$ cat config.mk
export PLATFORM = sky130hd
export DESIGN_NAME = mtw_out_stage
export DESIGN_NICKNAME = d
export VERILOG_FILES = /design/src/hw/rtl/mtw_pkg.sv /design/src/hw/rtl/mtw_out_stage.sv
export SDC_FILE = /design/constraint.sdc
export NUM_CORES = 1
export LEC_CHECK = 0
export BUFFER_PORTS_ARGS = -buffer_cell sky130_fd_sc_hd__buf_4
export CORE_ASPECT_RATIO = 1.5
export CORE_UTILIZATION = 42
export DETAILED_ROUTE_END_ITERATION = 10
export PLACE_DENSITY_LB_ADDON = 0.1
export SYNTH_ARGS = -nofsm -noshare
export SYNTH_HDL_FRONTEND = slang
export SYNTH_SLANG_ARGS = --single-unit
$ cat constraint.sdc
create_clock -name clk -period 1.2 [get_ports clk]
set_input_delay 0.12 -clock clk [delete_from_list [all_inputs] [get_ports clk]]
set_output_delay 0.12 -clock clk [all_outputs]
set_load 0.02 [all_outputs]
$ cat src/hw/rtl/mtw_pkg.sv
// Shared types and constants of the MT19937 word generator.
`default_nettype none

package mtw_pkg;

  // Word and table geometry
  localparam int WORD_W       = 32;
  localparam int TABLE_DEPTH  = 624;
  localparam int IDX_W        = $clog2(TABLE_DEPTH);
  localparam int TWIST_OFFSET = 397;

  // Seeding and twist constants
  localparam logic [WORD_W-1:0] INIT_MULT     = 32'd1812433253;
  localparam logic [WORD_W-1:0] SEED_AT_RESET = 32'd5489;
  localparam logic [WORD_W-1:0] TWIST_MATRIX  = 32'h9908_b0df;
  localparam logic [WORD_W-1:0] HIGH_BIT_MASK = 32'h8000_0000;
  localparam logic [WORD_W-1:0] LOW_BITS_MASK = 32'h7fff_ffff;

  // Tempering masks
  localparam logic [WORD_W-1:0] TEMPER_B = 32'h9d2c_5680;
  localparam logic [WORD_W-1:0] TEMPER_C = 32'hefc6_0000;

  // Hand-over of a twisted table word to the output stage
  typedef struct packed {
    logic              load;
    logic [WORD_W-1:0] word;
  } mtw_load_t;

endpackage

`default_nettype wire

$ cat src/hw/rtl/mtw_out_stage.sv
// Tempering and output register of the MT19937 word generator.
`default_nettype none

module mtw_out_stage
  import mtw_pkg::*;
(
  input  wire logic              clk,
  input  wire logic              rst_n,
  input  wire mtw_load_t         load_i,
  output logic                   free_o,
  output logic                   out_tvalid,
  input  wire logic              out_tready,
  output logic      [WORD_W-1:0] out_tdata   // [31:0] random_word
);

  logic              valid_r;
  logic              valid_nxt;
  logic [WORD_W-1:0] data_r;

  // Standard MT19937 tempering of one table word.
  function automatic logic [WORD_W-1:0] temper(input logic [WORD_W-1:0] w);
    logic [WORD_W-1:0] y;
    y = w;
    y = y ^ (y >> 11);
    y = y ^ ((y << 7) & TEMPER_B);
    y = y ^ ((y << 15) & TEMPER_C);
    y = y ^ (y >> 18);
    return y;
  endfunction

  // The register may take a new beat when empty or being drained.
  assign free_o = !valid_r || out_tready;

  always_comb begin
    valid_nxt = valid_r;
    if (out_tready) begin
      valid_nxt = 1'b0;
    end
    if (load_i.load) begin
      valid_nxt = 1'b1;
    end
  end

  always_ff @(posedge clk) begin
    if (!rst_n) begin
      valid_r <= 1'b0;
    end else begin
      valid_r <= valid_nxt;
    end
  end

  // Payload register, no reset needed.
  always_ff @(posedge clk) begin
    if (load_i.load) begin
      data_r <= temper(load_i.word);
    end
  end

  assign out_tvalid = valid_r;
  assign out_tdata  = data_r;

endmodule

`default_nettype wire

==> results of run 1 <==
==> per-stage QoR <==
stage | util | setup TNS (ps)
3_3_place_gp | 0.6300 | -513.8
4_1_cts | 0.6521 | 0
3_5_place_dp | 0.6300 | -832.0
6_report | 0.6521 | 0
2_1_floorplan | - | 0
5_1_grt | 0.6521 | 0
==> final cells by class <==
class                      count  area [µm²]
tap                           43       53.80
clock buffer                   7       76.32
fill                         297        1281
clock inverter                 1       5.005
multi-input combinational     60       635.6
sequential                    33       980.9
timing repair buffer          86       645.6
inverter                       1       3.754
==> power groups by stage <==
stage | clock, W | sequential (W) | combinational, W
after floorplan | 0 | 0.00190 | 0.000418
after global placement | 0 | 0.00163 | 0.00123
after detailed placement | 0 | 0.00164 | 0.00126
after CTS | 0.000809 | 0.00161 | 0.00126
after global routing | 0.000848 | 0.00163 | 0.00132
final | 0.000783 | 0.00161 | 0.00124
==> layer usage <==
metal,up-vias,track usage,part of all wire
li1,508,-,-
met1,476,0.1604,0.35
met2,39,0.2722,0.57
met3,5,0.04070,0.055
met4,0,0.07105,0.021
met5,-,0,0
==> Yosys cell counts <==
| master | number | area, µm² |
|---|---|---|
| xnor2_1 | 32 | 280.3 |
| edfxtp_1 | 32 | 960.9 |
| dfxtp_1 | 1 | 20.02 |
| xnor2_2 | 3 | 48.80 |
| xor3_1 | 1 | 23.77 |
| xor2_2 | 1 | 16.27 |
| a21boi_0 | 1 | 7.510 |
| nand2b_1 | 1 | 6.260 |
| xnor3_1 | 5 | 112.6 |
| inv_1 | 1 | 3.750 |
| xor2_1 | 16 | 140.1 |
==> cells in the final DEF (no fill, tap or decap), drive strengths merged <==
| master | instances |
|---|---|
| buf | 86 |
| xnor2 | 35 |
| edfxtp | 32 |
| xor2 | 17 |
| clkbuf | 7 |
| xnor3 | 5 |
| xor3 | 1 |
| nand2b | 1 |
| inv | 1 |
| a21boi | 1 |
| clkinv | 1 |
| dfxtp | 1 |
==> cells by family after synthesis <==
| logic type | after synthesis | synth area share |
|---|---|---|
| XOR/XNOR | 58 | 0.3838 |
| flip-flops | 33 | 0.6054 |
| AO/OA/AOI/OAI | 1 | 0.004635 |
| AND/OR/NAND/NOR | 1 | 0.003863 |
| buffers and inverters | 1 | 0.002314 |
==> state kept, by name (all words and copies together) (netlist names) <==
signal      flops
out_tvalid      1
out_tdata      32
==> worst paths after layout <==
check | from | end | depth (start not counted)
setup / recovery | load_i[7] | out_tdata[4] | 4
hold / removal | rst_n | out_tvalid | 2
setup reg to reg | out_tvalid | out_tvalid | 2
hold reg to reg | out_tvalid | out_tvalid | 2
==> flow_metrics.py, run 1 <==
metrics = {
    "detailed_routing": {
        "wire_per_inst_um": 12.45,
        "vias": 1028,
        "drt-initial-drc-count": 4,
        "post-route-drc-count": 0,
        "via_per_inst": 4.450,
        "first_pass_iters": 3,
        "drt_wl_total_um": 2875,
        "antenna_left": 0,
    },
    "logic_synthesis": {
        "yosysSeqAreaShare": 0.6054,
        "synth_nets": 130,
        "yosys_warnings": 0,
        "synth_cell_type_count": 11,
        "syn_area_um2": 1620,
        "synth-seq-cells": 33,
        "syn_inst": 94,
        "avgSynthCellArea_um2": 17.24,
    },
    "critical_path": {
        "crit_type": "in -> reg",
        "worst-path-buf-inv": 1,
        "crit_path_end_kind": "register",
        "worstPathCellList": "buf_4 -> xnor2_2 -> xor3_1 -> xnor2_1",
        "worstPathArrival_ps": 1120,
        "reg2reg_setup_slack_ps": 590,
        "cpLargestDelayFamily": "XOR/XNOR gates",
        "crit_fanout": 3,
        "start_kind": "input port",
        "worst_path_max_delay_cell": "xor3_1",
        "max_stage_delay_ps": 410,
        "worstPathRequired_ps": 1220,
    },
    "floorplanning": {
        "pin_count": 70,
        "die_w_um": 52.72,
        "die_area_um2": 4115,
        "num_rows": 27,
        "chipHeight_um": 78.07,
        "core_area_um2": 3682,
        "initial_core_util": 0.4400,
    },
    "final_layout": {
        "fin_nets": 223,
        "diodes": 0,
        "drive_gt1_frac": 0.5106,
        "finalNonFillerCells": 231,
        "area_delta_synth_final_pct": 48.19,
        "design_area_um2": 2401,
    },
    "clocking": {
        "post_cts_resized": 0,
        "clock_latency_ps": 280,
        "h-tree-depth": 2,
        "path_clk_slew_ps": 60,
        "holdBufCountCts": 0,
        "cts_buffers": 5,
        "cts_tree": "yes",
        "cts_buffer_depth": 2,
        "post_cts_buffers": 0,
        "cts-root-buf": "clkbuf_8",
        "cts.sinks": 33,
    },
    "power_and_ir_drop": {
        "seqPwrFrac": 0.443,
        "switchingPower_w": 0.001032,
        "p_per_area_nw_per_um2": 1513,
        "power_w": 0.003632,
        "ir_drop_uv": 1059,
        "p_clk_frac": 0.215,
        "p_leak_nw": 1.043,
        "pwr-share-comb": 0.342,
        "p_sw_frac": 0.2842,
        "p_int_w": 0.002600,
    },
    "timing": {
        "period_needed_ps": 1099,
        "rsz0062_at_grt": "false",
        "setup_viol": 0,
        "slew_viol_final": 0,
        "slew_headroom": 0.7186,
        "final-hold-violation-count": 0,
        "hold_ws_ps": 100.4,
        "fin_skew_ps": 0,
        "setup_ws_ps": 101.0,
        "worst-slew-pin-transition_ps": 422.1,
        "fin_crit_sh": 0.9158,
        "max_freq_mhz": 909.9,
    },
    "place": {
        "dp_hpwl_um": 2233,
        "placed_cells": 223,
        "place_congestion": 0.7444,
        "io_buffers": 69,
        "dp_slack_ps": -166.9,
        "place_area_um2": 2320,
    },
    "grt": {
        "grt_pass1_vias": 1028,
        "antenna_found_initial": 0,
        "grt-ovfl-total": 0,
        "grt_max_degree": 34,
        "track_usage": 0.1532,
        "grt_pass1_wl_um": 4422,
    },
    "outcome": {
        "status": "completed",
    },
    "flow_run": {
        "max_cap_violations": 0,
    },
    "min_path": {
        "hp-class": "in -> reg",
    },
}
(Power assumes the default switching activity.)
==> inputs of run 2 (changes only) <==
--- a/config.mk
+++ b/config.mk
@@ -7,7 +7,7 @@
 export LEC_CHECK = 0
 export BUFFER_PORTS_ARGS = -buffer_cell sky130_fd_sc_hd__buf_4
 export CORE_ASPECT_RATIO = 1.5
-export CORE_UTILIZATION = 42
+export CORE_UTILIZATION = 47
 export DETAILED_ROUTE_END_ITERATION = 10
 export PLACE_DENSITY_LB_ADDON = 0.1
 export SYNTH_ARGS = -nofsm -noshare
==> constraint.sdc (replaced) <==
create_clock -name clk -period 1.25 [get_ports clk]
set_input_delay 0.125 -clock clk [delete_from_list [all_inputs] [get_ports clk]]
set_output_delay 0.125 -clock clk [all_outputs]
set_load 0.02 [all_outputs]
==> flow_metrics.py, run 2 (synthesis gave the netlist of run 1 again) <==
metrics = {
    "outcome": {
        "status": "completed",
    },
    "timing": {
        "setup_ws_ps": 234.9,
        "fin_skew_ps": 0,
        "tns_ps": 0,
        "fin_crit_sh": 0.8121,
        "max_freq_mhz": 985.1,
        "setup_viol": 0,
        "hold_ws_ps": 112.1,
        "period_needed_ps": 1015,
        "worst-slew-pin-transition_ps": 409.1,
        "final-hold-violation-count": 0,
        "slew_viol_final": 0,
        "rsz0062_at_grt": "false",
        "slew_headroom": 0.7273,
    },
    "final_layout": {
        "mostFrequentLayoutCell": "buf_4",
        "largest_reg_flops": 32,
        "diodes": 0,
        "fin_nets": 217,
        "area_delta_synth_final_pct": 45.71,
        "postLayoutCoreUtil": 0.7328,
        "design_area_um2": 2361,
        "drive_gt1_frac": 0.4945,
        "final_cell_mix": "buf_4, xnor2_1, edfxtp_1",
    },
    "place": {
        "dp_hpwl_um": 2142,
        "io_buffers": 69,
        "dp_slack_ps": -78.93,
        "place_area_um2": 2271,
        "place_congestion": 0.7527,
    },
    "detailed_routing": {
        "vias": 1023,
        "drt-initial-drc-count": 31,
        "antenna_left": 0,
        "wire_per_inst_um": 12.24,
        "post-route-drc-count": 0,
        "via_per_inst": 4.608,
        "drt_wl_total_um": 2718,
        "first_pass_iters": 4,
    },
    "floorplanning": {
        "die_w_um": 49.94,
        "initial_core_util": 0.5029,
        "num_rows": 25,
        "die_area_um2": 3691,
        "chipHeight_um": 73.91,
        "core_area_um2": 3222,
        "pin_count": 70,
    },
    "critical_path": {
        "crit_fanout": 3,
        "r2r_cells": 2,
        "crit_path_end_kind": "register",
        "worstPathRequired_ps": 1290,
        "r2r_end": "out_tvalid",
        "crit_type": "in -> reg",
        "reg2reg_setup_slack_ps": 610,
        "reg2reg_from": "out_tvalid",
        "worstPathArrival_ps": 1060,
        "start_kind": "input port",
    },
    "clocking": {
        "post_cts_resized": 0,
        "cts_buffers": 5,
        "holdBufCountCts": 0,
        "cts_buffer_depth": 2,
        "post_cts_buffers": 0,
        "h-tree-depth": 2,
        "cts-root-buf": "clkbuf_8",
        "cts_tree": "yes",
        "clock_latency_ps": 280,
        "cts.sinks": 33,
        "path_clk_slew_ps": 70,
    },
    "grt": {
        "track_usage": 0.1683,
        "grt_pass1_wl_um": 4264,
        "antenna_found_initial": 0,
        "grt-ovfl-total": 0,
        "grt_max_degree": 34,
        "grt_pass1_vias": 1005,
    },
    "min_path": {
        "hp-start": "rst_n",
        "hp-class": "in -> reg",
        "worstHoldPathCells": 2,
        "hold_end": "out_tvalid",
    },
    "flow_run": {
        "max_cap_violations": 0,
    },
    "power_and_ir_drop": {
        "ir_drop_uv": 1128,
        "p_per_area_nw_per_um2": 1492,
        "p_leak_nw": 1.017,
    },
}
## run 2: cell types whose count changed in the layout (fill, tap and decap cells not counted)
cell | before | now
buf_4 | 86 | 80
clkinv_2 | 1 | 0
clkbuf_8 | 5 | 6
## run 2: layer usage
layer  share of wire  global-route usage
met1            0.33              0.1484
met2            0.58              0.3138
met3           0.059             0.05797
met4           0.028              0.1143
met5               0                   0
## run 2: final cells by class
type                    count  area, µm²
multi-input cells          60      635.6
repair buffers             80      600.6
flip-flops and latches     33      980.9
clock buffers               8      90.09
fillers                   226      860.8
well taps                  40      50.05
inverters                   1      3.754
## run 2: critical path: stages
cell     delay [ps]
buf_4           120
xnor2_2         270
xor3_1          400
xnor2_1         140
## run 2: how the worst max path moves through the flow
stage | slack [ps] | start | endpoint
detailed placement | -80 | load_i[7] | out_tdata[4]
finish | 230 | load_i[7] | out_tdata[4]
floorplan | 70 | load_i[22] | out_tdata[0]
global route | 180 | load_i[7] | out_tdata[4]
CTS | 230 | load_i[9] | out_tdata[24]
global placement | -40 | load_i[7] | out_tdata[4]
## run 2: through the flow
stage | power [W] | cells
floorplan | 0.002222 | 94
global placement | 0.002723 | 214
detailed placement | 0.002760 | 214
CTS | 0.003576 | 222
global route | 0.003687 | 222
finish | 0.003522 | 222
## run 2: power breakdown
| part | total [W] | leakage, nW | internal [W] | switching, W |
|---|---|---|---|---|
| registers | 0.00154 | 0.322 | 0.00149 | 0.0000554 |
| clock network | 0.000804 | 0.0455 | 0.000448 | 0.000356 |
| logic | 0.00118 | 0.650 | 0.000607 | 0.000568 |
| total | 0.00352 | 1.02 | 0.00254 | 0.000979 |
==> inputs of run 3 (changes only) <==
--- a/config.mk
+++ b/config.mk
@@ -7,7 +7,7 @@
 export LEC_CHECK = 0
 export BUFFER_PORTS_ARGS = -buffer_cell sky130_fd_sc_hd__buf_4
 export CORE_ASPECT_RATIO = 1.5
-export CORE_UTILIZATION = 47
+export CORE_UTILIZATION = 42
 export DETAILED_ROUTE_END_ITERATION = 10
 export PLACE_DENSITY_LB_ADDON = 0.1
 export SYNTH_ARGS = -nofsm -noshare
==> constraint.sdc (replaced) <==
create_clock -name clk -period 0.88 [get_ports clk]
set_input_delay 0.088 -clock clk [delete_from_list [all_inputs] [get_ports clk]]
set_output_delay 0.088 -clock clk [all_outputs]
set_load 0.02 [all_outputs]
==> flow_metrics.py, run 3 (synthesis gave the netlist of run 1 again) <==
metrics = {
    "detailed_routing": {
        "via_per_inst": 4.451,
        "post-route-drc-count": 0,
        "vias": 1095,
        "first_pass_iters": 3,
        "drt-initial-drc-count": 12,
        "wire_per_inst_um": 13.87,
        "drt_wl_total_um": 3411,
        "antenna_left": 0,
    },
    "critical_path": {
        "reg2reg_from": "out_tvalid",
        "reg2reg_setup_slack_ps": 210,
        "worstPathCellList": "buf_6",
        "crit_fanout": 1,
        "crit_type": "reg -> out",
        "worst-path-buf-inv": 1,
        "max_stage_delay_ps": 420,
        "start_kind": "register",
        "worstPathArrival_ps": 860,
        "crit_path_end_kind": "primary output",
        "worstPathRequired_ps": 790,
        "crit_start": "out_tdata[30]",
        "cpLargestDelayFamily": "flip-flops",
        "worst_path_max_delay_cell": "edfxtp_1",
    },
    "floorplanning": {
        "die_w_um": 52.72,
        "initial_core_util": 0.4400,
        "chipHeight_um": 78.07,
        "die_area_um2": 4115,
        "num_rows": 27,
        "pin_count": 70,
        "core_area_um2": 3682,
    },
    "clocking": {
        "cts-root-buf": "clkbuf_8",
        "cts_tree": "yes",
        "cts_buffers": 5,
        "clock_latency_ps": 270,
        "holdBufCountCts": 0,
        "cts_buffer_depth": 2,
        "cts.sinks": 33,
        "h-tree-depth": 2,
        "path_clk_slew_ps": 70,
    },
    "power_and_ir_drop": {
        "p_int_w": 0.003882,
        "power_w": 0.005443,
        "pwr-share-comb": 0.390,
        "switchingPower_w": 0.001561,
        "p_sw_frac": 0.2867,
        "ir_drop_uv": 1680,
        "p_leak_nw": 1.243,
        "p_clk_frac": 0.196,
        "p_per_area_nw_per_um2": 1898,
        "seqPwrFrac": 0.415,
    },
    "final_layout": {
        "postLayoutCoreUtil": 0.7788,
        "fill_cells": 222,
        "fin_nets": 238,
        "final_cell_mix": "buf_4, buf_6, edfxtp_1",
        "multi_input_area_um2": 769.5,
        "finalNonFillerCells": 246,
        "area_delta_synth_final_pct": 76.99,
        "seq_area_um2": 982.2,
        "diodes": 0,
        "largest_reg_flops": 32,
        "mostFrequentLayoutCell": "buf_4",
        "drive_gt1_frac": 0.6158,
    },
    "place": {
        "dp_hpwl_um": 2587,
        "placed_cells": 231,
        "place_congestion": 0.7467,
        "io_buffers": 69,
    },
    "grt": {
        "antenna_found_initial": 0,
        "track_usage": 0.1839,
        "grt-ovfl-total": 0,
        "grt_pass1_wl_um": 5271,
        "grt_pass1_vias": 1147,
        "grt_max_degree": 18,
    },
    "outcome": {
        "status": "complete, but fails checks",
        "violations": "setup timing",
    },
    "timing": {
        "setup_viol": 38,
        "tns_ps": -700.2,
        "slew_viol_final": 0,
        "setup_ws_ps": -64.37,
        "worst-slew-pin-transition_ps": 380.2,
        "slew_headroom": 0.7447,
        "final-hold-violation-count": 0,
        "fin_crit_sh": 1.073,
        "period_needed_ps": 944.4,
        "hold_ws_ps": 74.63,
        "fin_skew_ps": 0,
        "rsz0062_at_grt": "true",
        "max_freq_mhz": 1059,
    },
    "min_path": {
        "hp-class": "in -> reg",
        "hp-start": "rst_n",
    },
    "flow_run": {
        "max_cap_violations": 0,
    },
}
[run 3: cell types whose count changed in the layout (fill, tap and decap cells not counted), moves of 4 or more]
cell	delta
buf_4	-26
buf_6	+40
buf_8	+4
xnor2_1	-6
[run 3: final cells by class]
cell class,count,area share
clock buffer,6,0.02531
timing repair buffer,101,0.3403
multi-input combinational,60,0.2683
clock inverter,2,0.003490
sequential,33,0.3425
tap,43,0.01876
inverter,1,0.001309
[run 3: worst paths after layout]
kind / endpoint / cells after the start
setup / recovery: out_tdata[30] / 1
hold / removal: out_tvalid / 2
hold reg to reg: out_tvalid / 2
setup reg to reg: out_tvalid / 2
[run 3: stage by stage]
| step | cell area (µm²) | setup slack, ps |
|---|---|---|
| final | 2868 | -64.37 |
| after global routing | 2868 | -88.62 |
| after CTS | 2803 | -81.21 |
| after detailed placement | 2502 | -419.3 |
| after global placement | 2502 | -352.3 |
| after floorplan | 1718 | -186.5 |
[run 3: worst reg2reg max path: cells and delay by family (launching register included)]
family	cells	cell delay, ps
flip-flops	1	350
AO/OA/AOI/OAI	1	180
AND/OR/NAND/NOR	1	60
[run 3: power groups by stage]
stage / logic [W] / clock network, W / registers [W]
2_1_floorplan: 0.000614 / 0 / 0.00259
3_3_place_gp: 0.00179 / 0 / 0.00222
3_5_place_dp: 0.00184 / 0 / 0.00223
4_1_cts: 0.00207 / 0.00111 / 0.00225
5_1_grt: 0.00225 / 0.00116 / 0.00229
6_report: 0.00212 / 0.00107 / 0.00226
[run 3: timing repair]
item	in CTS	in global routing
buffers inserted	5	2
setup endpoints to repair	41	40
cloned	0	0
pin swaps	12	8
gates resized for setup	46	12
[run 3: layer usage]
metal	wire length, µm	GRT usage
met1	1076	0.1725
met3	208	0.06202
met5	0	0
met4	46	0.06316
met2	2079	0.3481
